File: config.mk
export PLATFORM = sky130hd
export DESIGN_NAME = cct_regs
export DESIGN_NICKNAME = d
export VERILOG_FILES = /design/src/rtl/cluster_chain_table_defines.svh /design/src/rtl/cct_pkg.sv /design/src/rtl/cct_regs.sv
export SDC_FILE = /design/constraint.sdc
export NUM_CORES = 1
export LEC_CHECK = 0
export BUFFER_PORTS_ARGS = -buffer_cell sky130_fd_sc_hd__buf_4
export CORE_UTILIZATION = 53
export DETAILED_ROUTE_END_ITERATION = 10
export PLACE_DENSITY = 0.85
export SYNTH_ARGS = -nofsm -noshare
export SYNTH_HDL_FRONTEND = slang
export SYNTH_SLANG_ARGS = --single-unit
File: constraint.sdc
create_clock -name clk -period 3.68 [get_ports clk]
set_input_delay 0.736 -clock clk [delete_from_list [all_inputs] [get_ports clk]]
set_output_delay 0.736 -clock clk [all_outputs]
set_load 0.01 [all_outputs]
File: src/rtl/cluster_chain_table_defines.svh
// Assertion macros shared by the cluster chain table RTL.
// Needs nothing else; files that check their own logic include it.
`ifndef CLUSTER_CHAIN_TABLE_DEFINES_SVH
`define CLUSTER_CHAIN_TABLE_DEFINES_SVH

// Same-cycle implication, checked on every rising edge outside reset.
`define CCT_ASSERT_IMPL(label, ck, rs, ante, cons) \
  label: assert property (@(posedge ck) disable iff (rs) (ante) |-> (cons)) \
    else $error("cluster_chain_table: same-cycle check failed");

// Next-cycle implication, checked on every rising edge outside reset.
`define CCT_ASSERT_NEXT(label, ck, rs, ante, cons) \
  label: assert property (@(posedge ck) disable iff (rs) (ante) |=> (cons)) \
    else $error("cluster_chain_table: next-cycle check failed");

`endif

File: src/rtl/cct_pkg.sv
// Shared types and constants of the cluster chain table.
// Used by the register file, the controller, the link memory and the top level.
package cct_pkg;

  // Default table size.
  localparam int unsigned TABLE_DEPTH_DEF = 4096;

  // Operation codes carried in the kind field.
  localparam logic [2:0] KIND_GET    = 3'd0;
  localparam logic [2:0] KIND_SET    = 3'd1;
  localparam logic [2:0] KIND_ALLOC  = 3'd2;
  localparam logic [2:0] KIND_FREE   = 3'd3;
  localparam logic [2:0] KIND_LOCATE = 3'd4;

  // Link markers.
  localparam logic [31:0] LINK_FREE = 32'h0000_0000;
  localparam logic [31:0] LINK_END  = 32'hFFFF_FFFF;

  // Configuration register indexes (byte address is four times the index).
  localparam int unsigned APB_AW = 5;
  localparam logic [2:0] REG_NUM_CLUSTERS  = 3'd0;
  localparam logic [2:0] REG_TABLE_START   = 3'd1;
  localparam logic [2:0] REG_SECTOR_SHIFT  = 3'd2;
  localparam logic [2:0] REG_HEAP_START    = 3'd3;
  localparam logic [2:0] REG_CLUSTER_SHIFT = 3'd4;

  // Sector size shift limits used for the flush sector.
  localparam logic [3:0] SECTOR_SHIFT_MIN = 4'd9;
  localparam logic [3:0] SECTOR_SHIFT_MAX = 4'd12;
  localparam logic [3:0] SECTOR_SHIFT_RST = 4'd9;

  // Configuration as seen by the controller.
  typedef struct packed {
    logic [11:0] num_clusters;
    logic [31:0] table_start_sector;
    logic [3:0]  sector_size_shift;
    logic [31:0] heap_start_sector;
    logic [4:0]  cluster_size_shift;
  } cfg_t;

  // Controller status seen by the top level.
  typedef struct packed {
    logic clearing;
    logic scanning;
  } stat_t;

endpackage

File: src/rtl/cct_regs.sv
// APB-style configuration registers of the cluster chain table.
// Depends on cct_pkg for the register indexes and the cfg_t type.
module cct_regs (
  input  logic                        clk,
  input  logic                        rst,
  input  logic                        psel,
  input  logic                        penable,
  input  logic                        pwrite,
  input  logic [cct_pkg::APB_AW-1:0]  paddr,
  input  logic [31:0]                 pwdata,
  output logic [31:0]                 prdata,
  output logic                        pready,
  output cct_pkg::cfg_t               cfg
);

  logic [2:0] reg_idx;
  logic       wr_strobe;

  assign pready    = 1'b1;
  assign reg_idx   = paddr[cct_pkg::APB_AW-1:2];
  assign wr_strobe = psel && penable && pwrite && pready;

  // Register writes in the access cycle.
  always_ff @(posedge clk) begin
    if (rst) begin
      cfg.num_clusters       <= 12'd0;
      cfg.table_start_sector <= 32'd0;
      cfg.sector_size_shift  <= cct_pkg::SECTOR_SHIFT_RST;
      cfg.heap_start_sector  <= 32'd0;
      cfg.cluster_size_shift <= 5'd0;
    end else if (wr_strobe) begin
      case (reg_idx)
        cct_pkg::REG_NUM_CLUSTERS:  cfg.num_clusters       <= pwdata[11:0];
        cct_pkg::REG_TABLE_START:   cfg.table_start_sector <= pwdata;
        cct_pkg::REG_SECTOR_SHIFT:  cfg.sector_size_shift  <= pwdata[3:0];
        cct_pkg::REG_HEAP_START:    cfg.heap_start_sector  <= pwdata;
        cct_pkg::REG_CLUSTER_SHIFT: cfg.cluster_size_shift <= pwdata[4:0];
        default: ;
      endcase
    end
  end

  // Read-back mux.
  always_comb begin
    case (reg_idx)
      cct_pkg::REG_NUM_CLUSTERS:  prdata = 32'(cfg.num_clusters);
      cct_pkg::REG_TABLE_START:   prdata = cfg.table_start_sector;
      cct_pkg::REG_SECTOR_SHIFT:  prdata = 32'(cfg.sector_size_shift);
      cct_pkg::REG_HEAP_START:    prdata = cfg.heap_start_sector;
      cct_pkg::REG_CLUSTER_SHIFT: prdata = 32'(cfg.cluster_size_shift);
      default:                    prdata = 32'd0;
    endcase
  end

endmodule

==> run metrics <==
Rows=31; Crit Path Max Fanout=38; fmax=331 MHz; hold-fix buffers at CTS=0; grt peak-use layer=met2; Post-CTS Repair Setup Buffers=0; status=completed; io pins=160; CP max-delay cell=and2_1; biggest regs=cfg: 85 flops; Mapped Nets=513; post-layout minimum cycle time=3.02 ns; Ant. Diodes=0; setup violators final=0; final setup margin=0.657 ns; Root Buffer=clkbuf_8; vias in the first global route=3854; Final period util=82.1%; total core area=0.00737 mm2; setup TNS=0 ns; crit path cell chain=buf_4 > and2_1 > nand2_1 > a21oi_1 > buf_4; Final Wtd Congestion=0.765; vias=4132; total grt overflow=0; NumNets Final=636; crit path DAT=2.29 ns; Slew headroom=35.3%; asr flop ratio synth=0%; CTS tree=yes; Critical Path Most Common Cell=buf_4; Syn Inst Count=471; internal reg-to-reg setup slack=2.85 ns; CTS Buf Count=9; Slew @ Worst Pin=0.971 ns; Max stage delay on crit path=0.64 ns; met1 GRT Util=38.0%; Die Y=89.8 um; clk slew on worst S/H paths=0.09 ns; sequential area share after synthesis=41.6%; dominant delay contributor by cell family on the critical path=simple AND/OR/NAND/NOR gates; first-pass GRT wire length=19500 um; synthesis-to-layout area growth=31.0%; maximum vdd drop=201 uV; PostCTS Resize Cnt=0; clock sink total=85; First-pass DRT Iterations=5; met3 Use GR=4.91%; Fin. Hold Viols=0; max FFs per register=85; Synth Register Bits=85; largest net degree at the start of global routing=102; Worst EP required=2.94 ns; RSZ-0062 raised after global routing=no; max_cap viols=0; Worst Path Buf+Inv=2; initial antenna violation count=0; total track usage=29.6%; element type at the critical path end=primary output; post-synth cell types=32; CTS Buffer Depth=2; layout cell share with drive strength beyond 1=32.2%; DRC=0; Starting Density=55.5%; HPWL after DPL=7740 um; most common cell after layout, fill and taps aside=buf_4; fill count=599; Port Buffers=156; H-tree depth=3; GR Util met2=49.5%; Hold Crit Class=reg2reg; worst skew pair latency=0.33 ns; clk_skew=0 ns; die area=0.00807 mm2; Primary FF master, synth=dfxtp_1; EDFF count, synth=0; Multi-input gate area=0.00212 mm2; pwr dens=328 mW/mm2; ANT nets after route=0; Synth Warn #=0; largest reg by FF count=cfg; Routed WL per cell=17.6 um; worst slack, placed=0.688 ns; Fin Hold WS=0.495 ns; P_leak=2.28 nW; Crit Path Class=in2out; Setup crit start kind=primary input; Die W=89.8 um; final WL=12300 um; Cell Area, Synth=0.00409 mm2; Syn Area/Cell=8.68 um2; commonest non-fill, non-tap cells in the layout=buf_4, dfxtp_1, o21ai_0; Slew Limit Fails=0; storage element area=0.00170 mm2; vias per cell=5.92; Starting DRT DRC Count=229
-- through the flow --
stage	instance area (um2)	cells	utilization, %	power (mW)
floorplan	4090	471	-	1.05
global placement	5160	682	70.1	1.12
detailed placement	5160	682	70.1	1.12
CTS	5360	698	72.7	1.75
global route	5360	698	72.7	1.81
finish	5360	698	72.7	1.75
-- cells by family after synthesis --
| kind of cell | after synthesis | share of synthesized area, % |
|---|---|---|
| flip-flops | 85 | 41.6 |
| AND/OR/NAND/NOR | 132 | 20.2 |
| buffers and inverters | 51 | 6.67 |
| other | 1 | 0.0917 |
| AO/OA/AOI/OAI | 169 | 23.2 |
| multiplexers | 33 | 8.20 |
-- metal layers --
metal	vias to the layer above	part of all wire, %
li1	1941	-
met1	2012	43
met2	158	50
met3	21	5.1
met4	0	1.9
met5	-	0
-- layout make-up --
type                       instances  area share [%]
clock inverter                     4           0.887
tap                               99            2.31
multi-input combinational        335            39.5
clock buffer                      12            2.71
sequential                        85            31.8
timing repair buffer             163            22.8
-- power by group --
part	switching (mW)	internal, mW
Sequential	0.00557	0.926
Clock	0.320	0.331
Combinational	0.105	0.0669
-- worst reg2reg max path: stages (launching register included) --
cell	delay, ns
dfxtp_1	0.34
nor2b_1	0.14
o21ai_0	0.12
o21ai_0	0.12
-- synth_stat cells (all sizes together) (8+ instances only) --
| cell type | instances | share of area, % |
|---|---|---|
| a21oi | 57 | 7.0 |
| a22o | 20 | 4.3 |
| a22oi | 8 | 1.5 |
| buf | 27 | 4.4 |
| clkbuf | 24 | 2.2 |
| dfxtp | 85 | 42 |
| mux2i | 29 | 7.1 |
| nand2 | 9 | 1.0 |
| nand2b | 35 | 5.5 |
| nand3 | 34 | 4.2 |
| nand4b | 19 | 4.1 |
| nor2b | 15 | 2.3 |
| o21ai | 79 | 9.7 |
-- worst paths after layout --
check,cells after the start,to,from
max,5,prdata[7],paddr[2]
min,2,cfg[55]$_SDFFE_PP0P_,cfg[55]$_SDFFE_PP0P_
max reg2reg,3,cfg[52]$_SDFFE_PP0P_,cfg[52]$_SDFFE_PP0P_
min reg2reg,2,cfg[55]$_SDFFE_PP0P_,cfg[55]$_SDFFE_PP0P_
No activity file was read; power rests on OpenSTA's default activity.
