<file path="src/rtl/cluster_chain_table_defines.svh">
// Assertion macros shared by the cluster chain table RTL.
// Needs nothing else; files that check their own logic include it.
`ifndef CLUSTER_CHAIN_TABLE_DEFINES_SVH
`define CLUSTER_CHAIN_TABLE_DEFINES_SVH

// Same-cycle implication, checked on every rising edge outside reset.
`define CCT_ASSERT_IMPL(label, ck, rs, ante, cons) \
  label: assert property (@(posedge ck) disable iff (rs) (ante) |-> (cons)) \
    else $error("cluster_chain_table: same-cycle check failed");

// Next-cycle implication, checked on every rising edge outside reset.
`define CCT_ASSERT_NEXT(label, ck, rs, ante, cons) \
  label: assert property (@(posedge ck) disable iff (rs) (ante) |=> (cons)) \
    else $error("cluster_chain_table: next-cycle check failed");

`endif

</file>
<file path="src/rtl/cct_pkg.sv">
// Shared types and constants of the cluster chain table.
// Used by the register file, the controller, the link memory and the top level.
package cct_pkg;

  // Default table size.
  localparam int unsigned TABLE_DEPTH_DEF = 4096;

  // Operation codes carried in the kind field.
  localparam logic [2:0] KIND_GET    = 3'd0;
  localparam logic [2:0] KIND_SET    = 3'd1;
  localparam logic [2:0] KIND_ALLOC  = 3'd2;
  localparam logic [2:0] KIND_FREE   = 3'd3;
  localparam logic [2:0] KIND_LOCATE = 3'd4;

  // Link markers.
  localparam logic [31:0] LINK_FREE = 32'h0000_0000;
  localparam logic [31:0] LINK_END  = 32'hFFFF_FFFF;

  // Configuration register indexes (byte address is four times the index).
  localparam int unsigned APB_AW = 5;
  localparam logic [2:0] REG_NUM_CLUSTERS  = 3'd0;
  localparam logic [2:0] REG_TABLE_START   = 3'd1;
  localparam logic [2:0] REG_SECTOR_SHIFT  = 3'd2;
  localparam logic [2:0] REG_HEAP_START    = 3'd3;
  localparam logic [2:0] REG_CLUSTER_SHIFT = 3'd4;

  // Sector size shift limits used for the flush sector.
  localparam logic [3:0] SECTOR_SHIFT_MIN = 4'd9;
  localparam logic [3:0] SECTOR_SHIFT_MAX = 4'd12;
  localparam logic [3:0] SECTOR_SHIFT_RST = 4'd9;

  // Configuration as seen by the controller.
  typedef struct packed {
    logic [11:0] num_clusters;
    logic [31:0] table_start_sector;
    logic [3:0]  sector_size_shift;
    logic [31:0] heap_start_sector;
    logic [4:0]  cluster_size_shift;
  } cfg_t;

  // Controller status seen by the top level.
  typedef struct packed {
    logic clearing;
    logic scanning;
  } stat_t;

endpackage

</file>
<file path="src/rtl/cct_if.sv">
// Valid/ready channels of the cluster chain table: requests and results.
// Depends on nothing but the field widths fixed by the block.
interface cct_req_if;
  logic        valid;
  logic        ready;
  logic [2:0]  kind;
  logic [31:0] cluster;
  logic [31:0] link_value;

  modport source(output valid, kind, cluster, link_value, input ready);
  modport sink(input valid, kind, cluster, link_value, output ready);
endinterface

interface cct_rsp_if;
  logic        valid;
  logic        ready;
  logic [31:0] value;
  logic        status;
  logic        flush_valid;
  logic [32:0] flush_sector;

  modport source(output valid, value, status, flush_valid, flush_sector, input ready);
  modport sink(input valid, value, status, flush_valid, flush_sector, output ready);
endinterface

</file>
<file path="src/rtl/cct_ctrl.sv">
// Operation sequencer of the cluster chain table: clearing pass, single
// accesses, the free-entry scan and the result register. Depends on cct_pkg.
module cct_ctrl #(
  parameter int unsigned TABLE_DEPTH = cct_pkg::TABLE_DEPTH_DEF,
  localparam int unsigned AW = $clog2(TABLE_DEPTH),
  localparam int unsigned CW = AW + 1
) (
  input  logic            clk,
  input  logic            rst,
  input  cct_pkg::cfg_t   cfg,
  cct_req_if.sink         req,
  cct_rsp_if.source       rsp,
  output logic            mem_wr_en,
  output logic [AW-1:0]   mem_wr_addr,
  output logic [31:0]     mem_wr_data,
  output logic            mem_rd_en,
  output logic [AW-1:0]   mem_rd_addr,
  input  logic [31:0]     mem_rd_data,
  output cct_pkg::stat_t  stat
);

  localparam logic [2:0] ST_CLEAR = 3'd0;
  localparam logic [2:0] ST_IDLE  = 3'd1;
  localparam logic [2:0] ST_EXEC  = 3'd2;
  localparam logic [2:0] ST_SCAN  = 3'd3;
  localparam logic [2:0] ST_DONE  = 3'd4;

  logic [2:0]    state;
  logic [AW-1:0] clr_idx;
  logic [2:0]    op_kind;
  logic [31:0]   op_cluster;
  logic          op_in_range;
  logic [CW-1:0] rd_idx;
  logic [AW-1:0] chk_idx;
  logic          pend;
  logic [31:0]   hold_value;

  logic          accept;
  logic          out_free;
  logic          rsp_load;
  logic [32:0]   lim_cnt;
  logic [32:0]   lim_full;
  logic [CW-1:0] lim_idx;
  logic          req_in_range;
  logic          req_is_write;
  logic          scan_issue;
  logic          scan_hit;
  logic          scan_empty;
  logic [3:0]    sec_shift;
  logic [32:0]   flush_sum;
  logic [31:0]   res_value;
  logic          res_status;
  logic          res_fvalid;
  logic [32:0]   res_fsector;

  assign req.ready = (state == ST_IDLE);
  assign accept    = req.valid && req.ready;
  assign out_free  = !rsp.valid || rsp.ready;
  assign rsp_load  = (state inside {ST_EXEC, ST_DONE}) && out_free;

  assign stat.clearing = (state == ST_CLEAR);
  assign stat.scanning = (state == ST_SCAN);

  // One past the last valid cluster, cut off at the table end.
  assign lim_cnt  = 33'(cfg.num_clusters) + 33'd2;
  assign lim_full = (lim_cnt > 33'(TABLE_DEPTH)) ? 33'(TABLE_DEPTH) : lim_cnt;
  assign lim_idx  = lim_full[CW-1:0];

  assign req_in_range = (req.cluster >= 32'd2) && ({1'b0, req.cluster} < lim_full);
  assign req_is_write = (req.kind == cct_pkg::KIND_SET) || (req.kind == cct_pkg::KIND_FREE);

  // Scan pipeline: a read issued last cycle is checked this cycle.
  assign scan_issue = (rd_idx < lim_idx);
  assign scan_hit   = pend && (mem_rd_data == cct_pkg::LINK_FREE);
  assign scan_empty = !pend && !scan_issue;

  // Table port selection by state.
  always_comb begin
    mem_wr_en   = 1'b0;
    mem_wr_addr = req.cluster[AW-1:0];
    mem_wr_data = cct_pkg::LINK_FREE;
    mem_rd_en   = 1'b0;
    mem_rd_addr = req.cluster[AW-1:0];
    case (state)
      ST_CLEAR: begin
        mem_wr_en   = 1'b1;
        mem_wr_addr = clr_idx;
      end
      ST_IDLE: begin
        mem_wr_en   = accept && req_is_write && req_in_range;
        mem_wr_data = (req.kind == cct_pkg::KIND_SET) ? req.link_value : cct_pkg::LINK_FREE;
        mem_rd_en   = accept && (req.kind == cct_pkg::KIND_GET);
      end
      ST_SCAN: begin
        mem_wr_en   = scan_hit;
        mem_wr_addr = chk_idx;
        mem_wr_data = cct_pkg::LINK_END;
        mem_rd_en   = scan_issue && !scan_hit;
        mem_rd_addr = rd_idx[AW-1:0];
      end
      default: ;
    endcase
  end

  // Flush sector: links per sector is bytes per sector over four.
  always_comb begin
    if (cfg.sector_size_shift < cct_pkg::SECTOR_SHIFT_MIN) begin
      sec_shift = cct_pkg::SECTOR_SHIFT_MIN;
    end else if (cfg.sector_size_shift > cct_pkg::SECTOR_SHIFT_MAX) begin
      sec_shift = cct_pkg::SECTOR_SHIFT_MAX;
    end else begin
      sec_shift = cfg.sector_size_shift;
    end
  end
  assign flush_sum = 33'(cfg.table_start_sector) + 33'(op_cluster >> (sec_shift - 4'd2));

  // Result of a single-access operation.
  always_comb begin
    res_value   = 32'd0;
    res_status  = 1'b0;
    res_fvalid  = 1'b0;
    res_fsector = 33'd0;
    case (op_kind)
      cct_pkg::KIND_GET: begin
        res_value = op_in_range ? mem_rd_data : cct_pkg::LINK_END;
      end
      cct_pkg::KIND_SET, cct_pkg::KIND_FREE: begin
        if (op_in_range) begin
          res_fvalid  = 1'b1;
          res_fsector = flush_sum;
        end else begin
          res_status = 1'b1;
        end
      end
      cct_pkg::KIND_LOCATE: begin
        if (op_cluster >= 32'd2) begin
          res_value = cfg.heap_start_sector + ((op_cluster - 32'd2) << cfg.cluster_size_shift);
        end
      end
      default: ;
    endcase
  end

  // Sequencer and result register.
  always_ff @(posedge clk) begin
    if (rst) begin
      state     <= ST_CLEAR;
      clr_idx   <= '0;
      pend      <= 1'b0;
      rsp.valid <= 1'b0;
    end else begin
      if (rsp_load) begin
        rsp.valid <= 1'b1;
      end else if (rsp.ready) begin
        rsp.valid <= 1'b0;
      end
      case (state)
        ST_CLEAR: begin
          clr_idx <= clr_idx + 1'b1;
          if (clr_idx == AW'(TABLE_DEPTH - 1)) begin
            state <= ST_IDLE;
          end
        end
        ST_IDLE: begin
          if (accept) begin
            op_kind     <= req.kind;
            op_cluster  <= req.cluster;
            op_in_range <= req_in_range;
            if (req.kind == cct_pkg::KIND_ALLOC) begin
              rd_idx <= CW'(2);
              pend   <= 1'b0;
              state  <= ST_SCAN;
            end else begin
              state <= ST_EXEC;
            end
          end
        end
        ST_EXEC: begin
          if (out_free) begin
            rsp.value        <= res_value;
            rsp.status       <= res_status;
            rsp.flush_valid  <= res_fvalid;
            rsp.flush_sector <= res_fsector;
            state            <= ST_IDLE;
          end
        end
        ST_SCAN: begin
          if (scan_hit) begin
            hold_value <= 32'(chk_idx);
            state      <= ST_DONE;
          end else if (scan_empty) begin
            hold_value <= 32'd0;
            state      <= ST_DONE;
          end else begin
            pend <= scan_issue;
            if (scan_issue) begin
              chk_idx <= rd_idx[AW-1:0];
              rd_idx  <= rd_idx + 1'b1;
            end
          end
        end
        ST_DONE: begin
          if (out_free) begin
            rsp.value        <= hold_value;
            rsp.status       <= 1'b0;
            rsp.flush_valid  <= 1'b0;
            rsp.flush_sector <= 33'd0;
            state            <= ST_IDLE;
          end
        end
        default: state <= ST_IDLE;
      endcase
    end
  end

endmodule

</file>
<file path="src/flat_wrapper.sv">
// flat-port wrapper written by rule: the top's interface ports become plain ports
module cct_ctrl_flat 
#(
  parameter int unsigned TABLE_DEPTH = cct_pkg::TABLE_DEPTH_DEF,
  localparam int unsigned AW = $clog2(TABLE_DEPTH),
  localparam int unsigned CW = AW + 1
)
  (clk, rst, cfg, mem_wr_en, mem_wr_addr, mem_wr_data, mem_rd_en, mem_rd_addr, mem_rd_data, stat, req_valid, req_kind, req_cluster, req_link_value, req_ready, rsp_valid, rsp_value, rsp_status, rsp_flush_valid, rsp_flush_sector, rsp_ready);
  cct_req_if req_i ();
  cct_rsp_if rsp_i ();
  input  logic clk;
  input  logic rst;
  input  cct_pkg::cfg_t cfg;
  output logic mem_wr_en;
  output logic [AW-1:0] mem_wr_addr;
  output logic [31:0] mem_wr_data;
  output logic mem_rd_en;
  output logic [AW-1:0] mem_rd_addr;
  input  logic [31:0] mem_rd_data;
  output cct_pkg::stat_t stat;
  input wire logic [$bits(req_i.valid)-1:0] req_valid;
  input wire logic [$bits(req_i.kind)-1:0] req_kind;
  input wire logic [$bits(req_i.cluster)-1:0] req_cluster;
  input wire logic [$bits(req_i.link_value)-1:0] req_link_value;
  output wire logic [$bits(req_i.ready)-1:0] req_ready;
  output wire logic [$bits(rsp_i.valid)-1:0] rsp_valid;
  output wire logic [$bits(rsp_i.value)-1:0] rsp_value;
  output wire logic [$bits(rsp_i.status)-1:0] rsp_status;
  output wire logic [$bits(rsp_i.flush_valid)-1:0] rsp_flush_valid;
  output wire logic [$bits(rsp_i.flush_sector)-1:0] rsp_flush_sector;
  input wire logic [$bits(rsp_i.ready)-1:0] rsp_ready;
  assign req_i.valid = req_valid;
  assign req_i.kind = req_kind;
  assign req_i.cluster = req_cluster;
  assign req_i.link_value = req_link_value;
  assign req_ready = req_i.ready;
  assign rsp_valid = rsp_i.valid;
  assign rsp_value = rsp_i.value;
  assign rsp_status = rsp_i.status;
  assign rsp_flush_valid = rsp_i.flush_valid;
  assign rsp_flush_sector = rsp_i.flush_sector;
  assign rsp_i.ready = rsp_ready;
  cct_ctrl #(.TABLE_DEPTH(TABLE_DEPTH)) u_core (.clk(clk), .rst(rst), .cfg(cfg), .req(req_i), .rsp(rsp_i), .mem_wr_en(mem_wr_en), .mem_wr_addr(mem_wr_addr), .mem_wr_data(mem_wr_data), .mem_rd_en(mem_rd_en), .mem_rd_addr(mem_rd_addr), .mem_rd_data(mem_rd_data), .stat(stat));
endmodule
</file>
<file path="config.mk">
export PLATFORM = sky130hd
export DESIGN_NAME = cct_ctrl_flat
export DESIGN_NICKNAME = d
export VERILOG_FILES = /design/src/rtl/cluster_chain_table_defines.svh /design/src/rtl/cct_pkg.sv /design/src/rtl/cct_if.sv /design/src/rtl/cct_ctrl.sv /design/src/flat_wrapper.sv
export SDC_FILE = /design/constraint.sdc
export NUM_CORES = 1
export LEC_CHECK = 0
export BUFFER_PORTS_ARGS = -buffer_cell sky130_fd_sc_hd__buf_2
export CAP_MARGIN = 15
export CELL_PAD_IN_SITES_DETAIL_PLACEMENT = 1
export CELL_PAD_IN_SITES_GLOBAL_PLACEMENT = 2
export CORE_ASPECT_RATIO = 0.9
export CORE_UTILIZATION = 33
export CTS_CLUSTER_SIZE = 30
export DETAILED_ROUTE_END_ITERATION = 8
export HOLD_SLACK_MARGIN = 0.06
export PLACE_DENSITY = 0.82
export SLEW_MARGIN = 15
export SYNTH_ARGS = -nofsm -noshare
export SYNTH_HDL_FRONTEND = slang
export SYNTH_SLANG_ARGS = --single-unit
</file>
<file path="constraint.sdc">
create_clock -name clk -period 8 [get_ports clk]
set_input_delay 1.6 -clock clk [delete_from_list [all_inputs] [get_ports clk]]
set_output_delay 1.6 -clock clk [all_outputs]
set_load 0.02 [all_outputs]
</file>
==> results.toml <==
[status]
status = "completed"

[power]
p_leak_nw = 7.644
powerDensity_nw_per_um2 = 184.9
ir_drop_uv = 155.5

[synth]
syn-num-nets = 2021
synth_commonest_cells = "228 x nand2_1, 190 x nor2_1, 140 x edfxtp_1, 117 x a21oi_1, 104 x mux2i_1"
yosysMostFrequentCell = "nand2_1"
yosysSeqAreaShare_pct = 30.65
synth_top_area_cell = "edfxtp_1"
yosys-top-cells-area = "edfxtp_1 28%, ha_1 7.8%, mux2i_1 7.0%, nand2_1 5.8%, nor2_1 4.8%"
synth_cells = 1738
yosysWarnings = 0
syn_area_per_cell_um2 = 8.530
ys_async_sr_fraction_pct = 0
synthDistinctLibCells = 90
syn_area_um2 = 14830
synth_top_area_share_pct = 28.36
synth-main-ff-cell = "edfxtp_1"
synth_edf_count = 140
ys_seq_elements = 157

[run]
maxCapViolCount = 0

[floorplanning]
start_util_pct = 33.54
core_area_um2 = 44210
die_y_um = 203.1
io_pins = 317
die_w_um = 225.4
rows = 73
die-area_um2 = 45780

[critical_path]
worstPathRequired_ns = 8.20
r2r_start = "u_core.op_cluster[1]"
crit_type = "reg -> reg"
cp-start-kind = "register"
reg2reg_depth = 21
worstPathMaxFanout = 12
crit_start = "u_core.op_cluster[1]"
worstPathArrival_ns = 6.80
cp-end-kind = "register"

[layout]
nets = 2265
fillers = 5330
multi_input_comb_area_um2 = 9580
areaGrowthSynthToFinish_pct = 16.91
final_util_pct = 39.21
drive_gt1_share_pct = 21.40
seqCellArea_um2 = 4544

[worst_hold_path]
hp-class = "reg -> reg"
hold_depth = 2
worstHoldStart = "u_core.clr_idx[7]"

[sta]
fin_skew_ns = 0.01268
fin_crit_sh_pct = 82.45
maxSlewHeadroom_pct = 27.05
hold_viol = 0
rsz0062_at_grt = "no"
tightestPinTransition_ns = 1.092
maxSlewViolCount = 0
setup_violations = 0
post-route-min-period_ns = 6.596
fmax_ghz = 0.1516
setup_tns_ns = 0

[global_routing]
grt_usage_pct = 23.57
grt-ovfl-total = 0
grt_first_pass_wirelength_um = 84060
grt_pass1_vias = 14794
grt_start_max_net_pins = 63
antenna_found_initial = 3

[drt]
antenna_left = 0
num_vias = 14433
drt_iter0_markers = 1044
vias_per_cell = 5.560
route.detailed.drc = 0
routed_wl_um = 53940
routedWlPerCell_um = 20.78
firstDrtPassIters = 7

[clocking]
clockBufferDepth = 2
ctsHoldBuffers = 0
clock-sinks = 157
cts_resized = 0
numCtsBuffers = 17
post-cts-setup-buffer-count = 0
htreeDepth = 4
clockRootBuffer = "clkbuf_16"
clk_latency_ns = 0.47
cts.clk_slew.worst_paths_ns = 0.07
cts_tree = "built"

[place]
dp_hpwl_um = 43440
place_congestion = 0.8878
io_buffer_count = 316
==> through the flow <==
step,cells,cell area [um2],power (mW),setup slack (ns),hold WS [ns]
after detailed placement,2563,16720,2.360,1.184,0.4979
after global placement,2563,16720,2.332,1.273,0.4833
after global routing,2595,17330,3.373,1.086,0.5485
final,2596,17330,3.204,1.404,0.5137
after CTS,2595,17320,3.220,1.510,0.5078
after floorplan,1738,14830,1.947,1.327,0.4672
==> worst paths after layout <==
kind | to | slack [ns]
worst min-delay path | u_core.clr_idx[7] | 0.51
worst min register to register | u_core.clr_idx[7] | 0.51
worst max-delay path | u_core.rsp.value[28] | 1.40
worst max register to register | u_core.rsp.value[28] | 1.40
==> layout make-up <==
cell class / instances / share of cell area, %
tap: 600 / 4.331
inverter: 37 / 0.8013
clock buffer: 17 / 2.454
clock inverter: 15 / 1.047
timing repair buffer: 333 / 9.861
antenna: 1 / 0.01444
multi-input combinational: 1436 / 55.27
sequential: 157 / 26.22
==> sequential cells by signal (all words and copies together), names as in the netlist <==
signal / flops
u_core.chk_idx: 12
u_core.clr_idx: 12
u_core.hold_value: 12
u_core.op_cluster: 32
u_core.op_in_range: 1
u_core.op_kind: 3
u_core.pend: 1
u_core.rd_idx: 13
u_core.rsp.flush_sector: 33
u_core.rsp.flush_valid: 1
u_core.rsp.status: 1
u_core.rsp.valid: 1
u_core.rsp.value: 32
u_core.state: 3
==> routing by layer <==
metal | routed length (um) | share of wire [%] | track usage (%)
met1 | 25310 | 47 | 32.13
met3 | 2207 | 4.1 | 3.155
met4 | 753 | 1.4 | 5.272
met5 | 17 | 0.032 | 0
met2 | 25650 | 48 | 39.41
==> cell usage in the layout, fill, tap and decap left out, types with 6 or more instances in the layout <==
master	Yosys	routed
and4_1	6	6
nand3_1	36	36
xnor2_1	43	43
nand4_1	24	24
dfxtp_1	17	17
ha_1	93	93
o21ai_0	84	84
buf_2	0	316
or3_1	10	10
o21bai_1	6	6
and2_1	24	24
nor4_1	30	30
a211o_1	6	6
nor3_1	35	33
a31oi_1	23	23
edfxtp_1	140	140
or2_2	11	11
buf_4	2	17
mux2i_1	104	104
inv_1	33	33
a211oi_1	24	24
nand2_1	228	228
mux2_2	21	21
o41ai_1	6	6
a21o_1	47	47
nor2_1	190	188
o21a_1	23	23
o22ai_1	26	26
a21oi_1	117	117
xor2_1	48	48
clkbuf_16	0	17
nor2b_1	22	22
nand2b_1	13	13
a22oi_1	13	13
a41oi_1	8	8
o211ai_1	7	7
and3_1	16	16
==> kinds of logic (layout without fill, tap and decap cells) <==
family                     Yosys count  in the layout  synth area share, %
AOI/OAI and AO/OA                  441            441                19.26
and+or+nand+nor                    676            676                21.66
adders and majority gates           95             95                8.119
xor gates and xnor gates            92             92                5.528
other                                0              1                    0
muxes                              132            132                9.731
buffers and inverters              145            402                5.055
DFF                                157            157                30.65
==> power breakdown <==
group / leakage (nW) / internal (mW) / switching, mW
Combinational: 5.91 / 0.481 / 0.809
Sequential: 1.44 / 0.992 / 0.0701
Clock: 0.289 / 0.470 / 0.383
Total: 7.64 / 1.94 / 1.26
==> worst max-delay path, stage by stage (launching register included) <==
cell and delay, ns:
edfxtp_1 0.60, inv_1 0.20, ha_1 0.36, or3b_1 0.50, or4_1 0.55, o21ai_0 0.32, o221ai_1 0.19, o21ai_0 0.52
a21oi_1 0.19, mux2i_1 0.21, o22ai_1 0.15, ha_1 0.39, a21oi_1 0.15, o21ai_0 0.14, or4_1 0.50, a21o_1 0.19
nand2_1 0.13, o31ai_1 0.14, a41oi_1 0.31, nand2b_1 0.11, xnor2_1 0.32, o22ai_1 0.16
Note: power is estimated with default switching activity, not from simulation.
